[src/rtl/core/pate_pkg.sv]
// Package for the packed array table engine: request codes, status codes and
// the command word broadcast to the row of table cells. No dependencies.
`timescale 1ns / 1ps

package pate_pkg;

   localparam int DATA_W = 32;

   // Request operation codes.
   localparam logic [2:0] OP_FIND   = 3'd0;
   localparam logic [2:0] OP_MODIFY = 3'd1;
   localparam logic [2:0] OP_APPEND = 3'd2;
   localparam logic [2:0] OP_REMOVE = 3'd3;
   localparam logic [2:0] OP_CLEAR  = 3'd4;

   // Response status codes.
   localparam logic [1:0] ST_OK        = 2'd0;
   localparam logic [1:0] ST_NOT_FOUND = 2'd1;
   localparam logic [1:0] ST_RANGE     = 2'd2;
   localparam logic [1:0] ST_FULL      = 2'd3;

   // Command broadcast to every cell in the row.
   typedef struct packed {
      logic              cmp_en;    // capture a new match flag
      logic              by_pos;    // match on position instead of on the key
      logic              wr_en;     // write wdata into the addressed cell
      logic              shift_en;  // cells at or above the position, below the shift end, take their neighbor
      logic [DATA_W-1:0] key;
      logic [DATA_W-1:0] wdata;
   } cell_cmd_type;

endpackage

[src/rtl/core/pate_cell.sv]
// One table cell: holds a single entry, compares it against the broadcast key
// or its own position, and can take its upper neighbor's entry. Uses pate_pkg.
`timescale 1ns / 1ps

module pate_cell
   import pate_pkg::*;
#(
   parameter int IW  = 7,
   parameter int IDX = 0
) (
   input  logic              clock,
   input  cell_cmd_type      cmd,
   input  logic [IW-1:0]     pos,
   input  logic [IW-1:0]     shift_end,
   input  logic [DATA_W-1:0] next_data,
   output logic [DATA_W-1:0] data,
   output logic              match
);

   logic [DATA_W-1:0] data_ff;
   logic [DATA_W-1:0] data_in;
   logic              match_ff;
   logic              match_in;
   logic              at_pos;

   assign at_pos = (pos == IW'(IDX));

   // A direct write wins over a shift; only one is issued per request anyway.
   // Only cells from the removed position up to just below the last filled one
   // take their neighbor, so the old last entry and everything past it stay put.
   always_comb begin
      data_in = data_ff;
      if (cmd.wr_en && at_pos) begin
         data_in = cmd.wdata;
      end else if (cmd.shift_en && (IW'(IDX) >= pos) && (IW'(IDX) < shift_end)) begin
         data_in = next_data;
      end
   end

   // The match flag is held until the next compare.
   always_comb begin
      match_in = match_ff;
      if (cmd.cmp_en) begin
         match_in = cmd.by_pos ? at_pos : (data_ff == cmd.key);
      end
   end

   // Payload only, so no reset.
   always_ff @(posedge clock) begin
      data_ff  <= data_in;
      match_ff <= match_in;
   end

   assign data  = data_ff;
   assign match = match_ff;

endmodule

[config.mk]
export PLATFORM = sky130hd
export DESIGN_NAME = pate_cell
export DESIGN_NICKNAME = d
export VERILOG_FILES = /design/src/rtl/core/pate_pkg.sv /design/src/rtl/core/pate_cell.sv
export SDC_FILE = /design/constraint.sdc
export NUM_CORES = 1
export LEC_CHECK = 0
export ABC_AREA = 1
export ABC_CLOCK_PERIOD_IN_PS = 5200
export BUFFER_PORTS_ARGS = -buffer_cell sky130_fd_sc_hd__buf_2
export CAP_MARGIN = 0
export CORE_ASPECT_RATIO = 0.75
export CORE_MARGIN = 2
export CORE_UTILIZATION = 44
export DETAILED_ROUTE_END_ITERATION = 6
export HOLD_SLACK_MARGIN = 0.08
export MAX_ROUTING_LAYER = met4
export PLACE_DENSITY_LB_ADDON = 0.05
export SYNTH_ARGS = -nofsm -noshare
export SYNTH_HDL_FRONTEND = slang
export SYNTH_SLANG_ARGS = --single-unit
export TNS_END_PERCENT = 20
[constraint.sdc]
create_clock -name clock -period 5.2 [get_ports clock]
set_input_delay 1.56 -clock clock [delete_from_list [all_inputs] [get_ports clock]]
set_output_delay 1.56 -clock clock [all_outputs]
set_load 0.02 [all_outputs]
==> After elaboration in Yosys (flattened, before gate mapping) <==
Index checks and enable logic that the tools add are counted.
{ "totals": {"regBits": 33, "latchBits": 0, "ramBits": 0, "romBits": 0, "inputBits": 115, "out_inout_bits": 33, "wordCells": 13, "n_memories": 0} }
{ "op_classes": {"add_sub_neg": 0, "n_mul": 0, "div": 0, "order_cmp": 2, "eq_ne": 1, "n_shift": 0, "mux": 3, "bitwise": 0, "reduce_logical": 5} }
{ "op_table": {"columns": ["op", "n"], "rows": [
  ["two-way mux 32 bit", 2],
  ["== test 32 bit", 1],
  ["greater-or-equal comparator 1 x 7 -> 1 bit, first input constant", 1],
  ["zero test 7 bit", 1],
  ["< comparator 1 x 7 -> 1 bit, first input constant", 1],
  ["logical AND 1 bit", 3],
  ["nonzero test 2 bit", 1],
  ["two-way mux 1 bit", 1]
]} }

==> Longest topological paths before layout <==
Gate-level depths: netlist (run 1).
{ "logic_depth": {"ltp_word": 5, "depth_mapped": 10, "depth_no_buf": 10} }

==> Worst setup path after synthesis (run 1) <==
Ideal clock, no wire load.
{ "synth_timing": {"path_kind": "input -> register", "startpoint": "in pos[3]", "endpoint": "reg data_ff[0] (netlist: data[0]) (enable)", "setup_time_ns": 0.389, "arrival_ns": 3.025, "required_time_ns": 4.811, "slack_ns": 1.786, "path_stages": 6, "path_buffers": 1, "cell_sequence": "nor2_1 nand2_1 nor4_4 nand2_2 buf_2 nand2_1"} }
{ "synth_via": {"elab_chain_len": 4, "elab_cells_between_ends": 6, "cone_classes": "order compare: 1; reduce/logical: 5"} }
{ "synth_rtl": {"columns": ["item", "line_no", "source"], "rows": [
  ["from (decl)", "pate_cell.sv:13", "input logic [IW-1:0] pos,"],
  ["greater-or-equal comparator 1 x 7 -> 1 bit", "pate_cell.sv:35", "end else if (cmd.shift_en && (IW'(IDX) >= pos) && (IW'(IDX) < shift_end)) begin"],
  ["logical AND 1 bit (2 in a row)", "pate_cell.sv:35", null],
  ["nonzero test 2 bit (no line) (*)", null, null],
  ["to (signal assigned)", "pate_cell.sv:50", "data_ff <= data_in;"],
  ["to (decl)", "pate_cell.sv:20", "logic [DATA_W-1:0] data_ff;"]
]} }
Mark *: on every way between the ends. The rest lies on a longest branch, timed or not.
A chain may end at the register's enable or synchronous reset.

==> Worst setup path after layout (run 1) <==
{ "layout_timing": {"startpoint": "in pos[1]", "endpoint": "reg data_ff[17] (netlist: data[17]) (enable)"} }
The elaborated chain is that of the path after synthesis.

==> out/metrics.yaml, run 1 <==
run_status:
  run_status: "completed"
place:
  pre_cts_ws_ns: 1.44
  place_area_um2: 2810
  count_of_input_and_output_buffers: 147
  dpl.cell_count: 464
  gp_congestion: 0.834
  dp_hpwl_um: 4110
sta:
  rsz_0062_raised_after_global_routing: "no"
  slew_violations: 0
  worst_slew_margin_rel_pct: 60.7
  finalCritPeriodShare_pct: 66.2
  post_route_hold_slack_ns: 0.833
  setup_tns_ns: 0
  final_period_minus_worst_setup_slack_ns: 3.44
  report.final.hold_viol_count: 0
  worst_margin_slew_ns: 0.588
  setup_viol: 0
  fmax_mhz: 290
  skew_ns: 0.00322
  crit_path_setup_slack_layout_ns: 1.76
logic_synthesis:
  synth_nets: 383
  library_cells_used_by_synthesis: 16
  syn_inst: 268
  sequential_element_share_of_the_synthesized_area_pct: 48.8
  synthDominantAreaCellType: "edfxtp_1"
  yosys_warnings: 0
  netlist_top_cells_area: "edfxtp_1, nand2_1, nand3_1, inv_1, nor2_1"
  synth-seq-cells: 33
  syn-cell-area_um2: 2030
  synth_top_cell_area_share_pct: 48.8
  avgSynthCellArea_um2: 7.58
clock_tree:
  clock-root-buffer: "clkbuf_8"
  cts-hold-fix-buffers: 0
  cts.repair_timing.setup_buffer_count: 0
  cts_resized: 0
  cts.reportedPaths.clkPinSlew_ns: 0.06
  clock_tree.buffer_depth: 2
  clock_sink_count: 33
  clk-insertion-delay-late_ns: 0.28
  cts_htree_levels: 2
  cts_tree: "done"
  tritoncts.num_buffers: 5
global_routing:
  global_route_wire_length_before_repair_um: 8050
  grt_usage_pct: 21.1
  pin_count_of_the_biggest_net_entering_global_routing: 36
  grt_pass1_vias: 1977
  grt_antenna_before_repair: 0
  grt_overflow_total: 0
pwr:
  power_leakage_nw: 1.56
  max_ir_drop_vdd_mv: 0.134
  powerDensity_nw_per_um2: 195
  power.total_mw: 0.563
final_layout:
  syn_to_final_growth_pct: 42.2
  layout-drive-gt1-share_pct: 37.6
  final_util_pct: 65.0
  post_layout_nonfiller_instances: 472
  number_of_antenna_diodes: 0
  nets: 529
  final_cell_area_um2: 2890
drt:
  vias: 2177
  detail_route.drc_violations: 0
  drtAntennaViolNets: 0
  post_drt_wl_per_cell_um: 11.1
  drt-vias-per-instance: 4.61
  drt_pre_antenna_iters: 4
  total_routed_wirelength_um: 5260
  detail_route.iter0.violations: 89
floorplan:
  core_region_area_um2: 4440
  core.rowCount: 21
  die_height_um: 62.8
  die-width_um: 82.4
  die_outline_area_um2: 5180
  i_o_pins: 148
  initial_core_util_pct: 45.7
critical_path:
  crit_start: "pos[1]"
  cp.arrival_ns: 3.38
  regToRegStartpoint: "data[21]$_DFFE_PP_"
  crit_fanout: 35
  startpoint_type: "input pin"
  worst-setup-path-type: "in2reg"
  worst_ep_required_time_ns: 5.14
  worstSetupEndpointType: "flop"
job:
  cap_viol_max_count: 0
hold_path:
  hold_path.class: "reg2reg"
  worstHoldStart: "data[20]$_DFFE_PP_"
==> layout make-up <==
| type | count | area (µm²) |
|---|---|---|
| fill | 412 | 1550 |
| tap | 57 | 71.3 |
| inverter | 31 | 116 |
| timing repair buffer | 149 | 751 |
| clock buffer | 8 | 80.1 |
| multi-input combinational | 194 | 878 |
| sequential | 33 | 991 |
==> where the power goes <==
group / internal (mW) / switching (mW)
logic: 0.0456 / 0.0405
clock network: 0.0950 / 0.0859
registers: 0.295 / 0.00121
total: 0.436 / 0.128
==> worst max-delay path, stage by stage <==
cell and delay [ns]:
buf_2 0.10, nor2_1 0.10, nand2_1 0.09, nor4_4 0.12, buf_4 0.37, nand2_2 0.44, nand2_1 0.20, buf_4 0.39
==> cell usage in the layout (no fill, tap or decap), drive strengths merged <==
cell,instances
nor2,20
o21ai,6
xnor2,8
nand4,1
buf,149
inv,31
o22ai,2
nor4,2
nor3,1
clkbuf,8
xor2,5
nand2,112
edfxtp,33
nand3,37
==> cell usage after synthesis <==
cell and number:
nor2_1 20, nand4_1 1, xnor2_1 8, nor4_4 1, o21ai_0 6, o22ai_1 2
nor3_1 1, inv_1 31, clkbuf_1 4, buf_2 6, edfxtp_1 33, nor4_1 1
nand2_1 111, nand2_2 1, nand3_1 37, xor2_1 5
==> registers in the layout, summed over array words and instances, names as in the netlist <==
name	cells
match	1
data	32
==> worst paths after layout <==
| path | endpoint | slack, ns | cells past startpoint |
|---|---|---|---|
| worst max-delay path | data[17]$_DFFE_PP_ | 1.76 | 8 |
| worst min-delay path | match$_DFFE_PP_ | 0.83 | 5 |
| worst max register to register | match$_DFFE_PP_ | 4.02 | 7 |
| worst min register to register | match$_DFFE_PP_ | 0.83 | 5 |
==> logic make-up (layout without fill, tap and decap cells) <==
family / Yosys count / in the layout / synth area share [%]
flops: 33 / 33 / 48.8
xor+xnor: 13 / 13 / 5.61
simple gates: 173 / 173 / 35.6
buf+inv: 41 / 188 / 7.95
compound gates: 8 / 8 / 2.09
==> routing by layer <==
metal  GRT usage [%]  wire [µm]
met1            25.7       2240
met2            35.2       2460
met3            4.05        493
met4            6.25         59
met5               -          0
No activity file was read; power rests on OpenSTA's default activity.
==> inputs of run 2 (changes only) <==
ABC_CLOCK_PERIOD_IN_PS = 3000   (was 5200)
CORE_UTILIZATION = 37   (was 44)
clock period = 3 ns   (was 5.2 ns; I/O delays follow)
==> out/metrics.yaml, run 2 (synthesis results as in run 1) <==
sta:
  finalCritPeriodShare_pct: 67.6
  skew_ns: 0.00456  # +0.00134 ns
  setup_tns_ns: 0  # unchanged
  worst_margin_slew_ns: 0.394  # -0.194 ns
  report.final.hold_viol_count: 0  # unchanged
  post_route_hold_slack_ns: 0.821  # -0.0120 ns
  final_period_minus_worst_setup_slack_ns: 2.03
  setup_viol: 0  # unchanged
  rsz_0062_raised_after_global_routing: "no"
  worst_slew_margin_rel_pct: 73.7  # +13 points
  slew_violations: 0  # unchanged
  fmax_mhz: 493
clock_tree:
  cts.repair_timing.setup_buffer_count: 0  # unchanged
  cts-hold-fix-buffers: 0  # unchanged
  clock_tree.buffer_depth: 2  # unchanged
  tritoncts.num_buffers: 5  # unchanged
  cts.reportedPaths.clkPinSlew_ns: 0.06  # about the same
  clock-root-buffer: "clkbuf_8"
  cts_htree_levels: 2  # unchanged
  cts_tree: "done"
  clk-insertion-delay-late_ns: 0.27  # about the same
  cts_resized: 0  # unchanged
  clock_sink_count: 33  # unchanged
critical_path:
  crit-reg2reg-capture: "match$_DFFE_PP_"
  regToRegStartpoint: "data[21]$_DFFE_PP_"
  crit_fanout: 32  # -8.6%
  cpMostUsedCell: "nand2_1"
  r2r_cells: 7  # unchanged
  worst-setup-path-type: "in2reg"
  worst-path-buf-inv: 2  # -1
  timing.reg2reg.setup_slack_ns: 1.79  # -2.23 ns
  worst_ep_required_time_ns: 2.93  # -2.21 ns
  slowest_stage: "buf_4"
  worst_path_largest_cell_delay_ns: 0.36  # -0.08 ns
  cpLargestDelayFamily: "simple AND/OR/NAND/NOR gates"
  cp.arrival_ns: 1.96  # -1.42 ns
  worstSetupEndpointType: "flop"
  startpoint_type: "input pin"
  critical_path.cell_chain: "buf_2 -> nor2_1 -> nand2_1 -> nor4_4 -> nand3_1 -> nand2_1 -> buf_4"
pwr:
  powerDensity_nw_per_um2: 329  # +68%
  total_switching_power_mw: 0.214  # +68%
  power.total_mw: 0.962  # +71%
  internal_power_mw: 0.748  # +72%
  max_ir_drop_vdd_mv: 0.173  # +29%
  combPwrFrac_pct: 15.5  # +0.2 points
  seq_power_share_pct: 53.4  # +0.8 points
  swShare_pct: 22.3  # -0.38 points
  power_leakage_nw: 1.58  # +0.87%
  clkPwrFrac_pct: 31.1  # -1.0 points
global_routing:
  global_route_wire_length_before_repair_um: 7670  # -4.8%
  grt_usage_pct: 17.5  # -3.6 points
  grt_overflow_total: 0  # unchanged
  grt_pass1_vias: 1832  # -7.3%
  grt_antenna_before_repair: 0  # unchanged
  pin_count_of_the_biggest_net_entering_global_routing: 33  # -8.3%
final_layout:
  syn_to_final_growth_pct: 44.2
  nets: 532  # +0.57%
  layout_common_cells: "buf_2, nand2_1, nand3_1"
  mostFrequentLayoutCell: "buf_2"
  layout-drive-gt1-share_pct: 38.1  # +0.54 points
  post_layout_nonfiller_instances: 492  # +4.2%
  layout.filler_cells: 563  # +37%
  largest_register_ffs: 32  # unchanged
  number_of_antenna_diodes: 0  # unchanged
  final_cell_area_um2: 2930  # +1.4%
floorplan:
  core.rowCount: 23  # +9.5%
  die_height_um: 68.2  # +8.5%
  core_region_area_um2: 5320  # +20%
  i_o_pins: 148  # unchanged
  initial_core_util_pct: 38.1  # -7.6 points
  die_outline_area_um2: 6100  # +18%
  die-width_um: 89.5  # +8.6%
place:
  gp_congestion: 0.736  # -12%
  place_area_um2: 2850  # +1.6%
  dp_hpwl_um: 4380  # +6.7%
  count_of_input_and_output_buffers: 147  # unchanged
  dpl.cell_count: 485  # +4.5%
drt:
  drtAntennaViolNets: 0  # unchanged
  detail_route.drc_violations: 0  # unchanged
  drt-vias-per-instance: 4.36  # -5.4%
  vias: 2146  # -1.4%
  detail_route.iter0.violations: 57  # -36%
  drt_pre_antenna_iters: 4  # unchanged
  total_routed_wirelength_um: 5420  # +3.1%
  post_drt_wl_per_cell_um: 11.0  # -1.1%
hold_path:
  holdPathEnd: "match$_DFFE_PP_"
  hold_depth: 1  # -4
  worstHoldStart: "cmd[67]"
  hold_path.class: "in2reg"
run_status:
  run_status: "completed"
job:
  cap_viol_max_count: 0  # unchanged
[run 2: changes by cell type in the layout (fill, tap and decap cells not counted), sizes merged]
cell	delta
clkinv	+1
clkbuf	-2
buf	+3
[run 2: power groups by stage]
| stage | registers [mW] | clock network [mW] | logic (mW) |
|---|---|---|---|
| finish | 0.514 | 0.299 | 0.149 |
| global route | 0.514 | 0.330 | 0.170 |
| CTS | 0.514 | 0.309 | 0.151 |
| detailed placement | 0.524 | 0 | 0.151 |
| global placement | 0.524 | 0 | 0.148 |
| floorplan | 0.529 | 0 | 0.0542 |
[run 2: routing by layer]
| metal | vias to the layer above | part of all wire (%) | wire length [µm] | global-route usage (%) |
|---|---|---|---|---|
| met5 | - | 0 | 0 | - |
| met4 | 0 | 0.63 | 34 | 5.04 |
| met3 | 2 | 8.5 | 459 | 4.34 |
| met2 | 85 | 47 | 2530 | 29.0 |
| met1 | 910 | 44 | 2400 | 21.3 |
| li1 | 1149 | - | - | - |
[run 2: area by class of cell]
| cell class | instances | area [µm²] | share of cell area, % |
|---|---|---|---|
| clock buffers | 6 | 72.6 | 2.48 |
| clock inverters | 1 | 3.75 | 0.128 |
| inverters | 31 | 116 | 3.97 |
| multi-input cells | 194 | 878 | 30.0 |
| flip-flops and latches | 33 | 991 | 33.8 |
| well taps | 75 | 93.8 | 3.20 |
| repair buffers | 152 | 773 | 26.4 |
[run 2: through the flow]
| step | utilization, % | setup slack (ns) |
|---|---|---|
| 2_1_floorplan | - | 0.246 |
| 3_3_place_gp | 53.6 | 0.705 |
| 3_5_place_dp | 53.6 | 0.663 |
| 4_1_cts | 55.0 | 0.959 |
| 5_1_grt | 55.0 | 0.821 |
| 6_report | 55.0 | 0.972 |
[run 2: worst max-delay path by stage]
stage                     startpoint                  to  slack [ns]  depth (start not counted)
final                         pos[3]  data[13]$_DFFE_PP_        0.97                          7
after global routing          pos[1]  data[13]$_DFFE_PP_        0.82                          7
after CTS                     pos[1]  data[13]$_DFFE_PP_        0.96                          7
after detailed placement      pos[1]  data[16]$_DFFE_PP_        0.66                          7
after global placement        pos[1]  data[16]$_DFFE_PP_        0.70                          7
after floorplan               pos[3]   data[0]$_DFFE_PP_        0.25                          6
==> inputs of run 3 (changes only) <==
ABC_CLOCK_PERIOD_IN_PS = 1900   (was 3000)
CORE_UTILIZATION = 41   (was 37)
clock period = 1.9 ns   (was 3 ns; I/O delays follow)
==> out/metrics.yaml, run 3 (synthesis results as in run 1) <==
hold_path:
  hold_depth: 1  # unchanged
  worstHoldStart: "cmd[67]"
  hold_path.class: "in2reg"
  holdPathEnd: "match$_DFFE_PP_"
critical_path:
  worst-setup-path-type: "in2reg"
  r2r_cells: 7  # unchanged
  critical_path.cell_chain: "buf_2 -> nor2_1 -> nand2_1 -> nor4_4 -> nand3_1 -> nand2_8"
  cpLargestDelayFamily: "simple AND/OR/NAND/NOR gates"
  worst-path-buf-inv: 1  # -1
  regToRegStartpoint: "data[21]$_DFFE_PP_"
  cp.arrival_ns: 1.60  # -0.36 ns
  worstSetupEndpointType: "flop"
  slowest_stage: "nand2_8"
  crit_fanout: 32  # unchanged
  crit-reg2reg-capture: "match$_DFFE_PP_"
  startpoint_type: "input pin"
  worst_path_largest_cell_delay_ns: 0.27  # -0.09 ns
  critical_path_depth: 6  # -1
  timing.reg2reg.setup_slack_ns: 0.69  # -1.10 ns
  worst_ep_required_time_ns: 1.86  # -1.07 ns
place:
  gp_congestion: 0.805  # +9.4%
  count_of_input_and_output_buffers: 147  # unchanged
  dp_hpwl_um: 4300  # -2.0%
final_layout:
  layout-drive-gt1-share_pct: 38.4  # +0.24 points
  mostFrequentLayoutCell: "buf_2"
  syn_to_final_growth_pct: 44.1  # about the same
  area_occupied_by_registers_um2: 991  # unchanged
  layout.filler_cells: 493  # -12%
  layout_common_cells: "buf_2, nand2_1, nand3_1"
  nets: 532  # unchanged
  number_of_antenna_diodes: 0  # unchanged
  multi_input_comb_area_um2: 895  # +1.9%
  largest_register_ffs: 32  # unchanged
pwr:
  power_leakage_nw: 1.58  # about the same
  power.total_mw: 1.52  # +58%
  powerDensity_nw_per_um2: 520  # +58%
  max_ir_drop_vdd_mv: 0.284  # +64%
floorplan:
  i_o_pins: 148  # unchanged
  initial_core_util_pct: 41.9  # +3.8 points
  die_outline_area_um2: 5540  # -9.3%
  die-width_um: 85.3  # -4.8%
  die_height_um: 65.0  # -4.7%
  core_region_area_um2: 4840  # -9.0%
  core.rowCount: 22  # -4.3%
drt:
  drt_pre_antenna_iters: 4  # unchanged
  detail_route.drc_violations: 0  # unchanged
  vias: 2168  # +1.0%
  detail_route.iter0.violations: 56  # -1.8%
  post_drt_wl_per_cell_um: 11.2  # +1.4%
  drtAntennaViolNets: 0  # unchanged
  total_routed_wirelength_um: 5330  # -1.7%
  drt-vias-per-instance: 4.55  # +4.2%
sta:
  worst_margin_slew_ns: 0.344  # -0.0496 ns
  setup_viol: 0  # unchanged
  setup_tns_ns: 0  # unchanged
  fmax_mhz: 609
  skew_ns: 0.00390  # -0.000657 ns
  report.final.hold_viol_count: 0  # unchanged
  final_period_minus_worst_setup_slack_ns: 1.64
  worst_slew_margin_rel_pct: 77.0  # +3.3 points
  rsz_0062_raised_after_global_routing: "no"
  slew_violations: 0  # unchanged
  finalCritPeriodShare_pct: 86.4
global_routing:
  global_route_wire_length_before_repair_um: 8440  # +10%
  pin_count_of_the_biggest_net_entering_global_routing: 33  # unchanged
  grt_pass1_vias: 1938  # +5.8%
  grt_usage_pct: 20.6  # +3.1 points
  grt_overflow_total: 0  # unchanged
  grt_antenna_before_repair: 0  # unchanged
clock_tree:
  clock_sink_count: 33  # unchanged
  cts-hold-fix-buffers: 0  # unchanged
  cts_tree: "done"
  cts_resized: 0  # unchanged
  clock_tree.buffer_depth: 2  # unchanged
  cts_htree_levels: 2  # unchanged
  clock-root-buffer: "clkbuf_8"
  clk-insertion-delay-late_ns: 0.27  # about the same
  cts.reportedPaths.clkPinSlew_ns: 0.06  # about the same
  tritoncts.num_buffers: 5  # unchanged
  cts.repair_timing.setup_buffer_count: 0  # unchanged
job:
  cap_viol_max_count: 0  # unchanged
run_status:
  run_status: "completed"
## run 3: cell counts in the layout (fill, tap and decap cells not counted)
Identical to the previous run, type by type.
## run 3: worst register-to-register path, delay by kind of cell (launching register included)
| kind | cells | cell delay, ns |
|---|---|---|
| simple gates | 6 | 0.59 |
| flops | 1 | 0.41 |
| compound gates | 1 | 0.08 |
## run 3: how the worst max path moves through the flow
stage / startpoint / end / slack, ns
2_1_floorplan: pos[3] / data[0]$_DFFE_PP_ / 0.04
3_5_place_dp: pos[3] / data[16]$_DFFE_PP_ / -0.04
6_report: pos[3] / data[12]$_DFFE_PP_ / 0.26
3_3_place_gp: pos[3] / data[16]$_DFFE_PP_ / -0.03
5_1_grt: pos[1] / data[20]$_DFFE_PP_ / 0.16
4_1_cts: pos[3] / data[16]$_DFFE_PP_ / 0.24
## run 3: power breakdown
part | leakage [nW] | internal, mW | switching [mW]
clock | 0.0387 | 0.246 | 0.226
sequential | 0.297 | 0.808 | 0.00323
combinational | 1.24 | 0.127 | 0.110
## run 3: area by class of cell
class / count / share of cell area [%]
Timing Repair Buffer: 152 / 26.4
Multi-Input combinational cell: 194 / 30.6
Tap cell: 60 / 2.57
Clock buffer: 6 / 2.48
Inverter: 31 / 3.98
Sequential cell: 33 / 33.9
Clock inverter: 1 / 0.128
## run 3: routing by layer
metal	track usage (%)	up-vias	part of all wire, %
met3	4.08	8	7.6
met1	25.9	915	45
met2	33.6	97	46
met5	-	-	0
met4	6.94	0	1.2
li1	-	1148	-
## run 3: through the flow
stage                     hold WS (ns)  cell area [µm²]  utilization, %  setup slack (ns)  cells
final                            0.487             2930            60.4             0.258    477
after global routing             0.472             2930            60.4             0.160    477
after CTS                        0.479             2930            60.4             0.243    477
after detailed placement         0.770             2850            58.8           -0.0440    470
after global placement           0.769             2850            58.8           -0.0262    470
after floorplan                  0.682             2050               -            0.0439    268
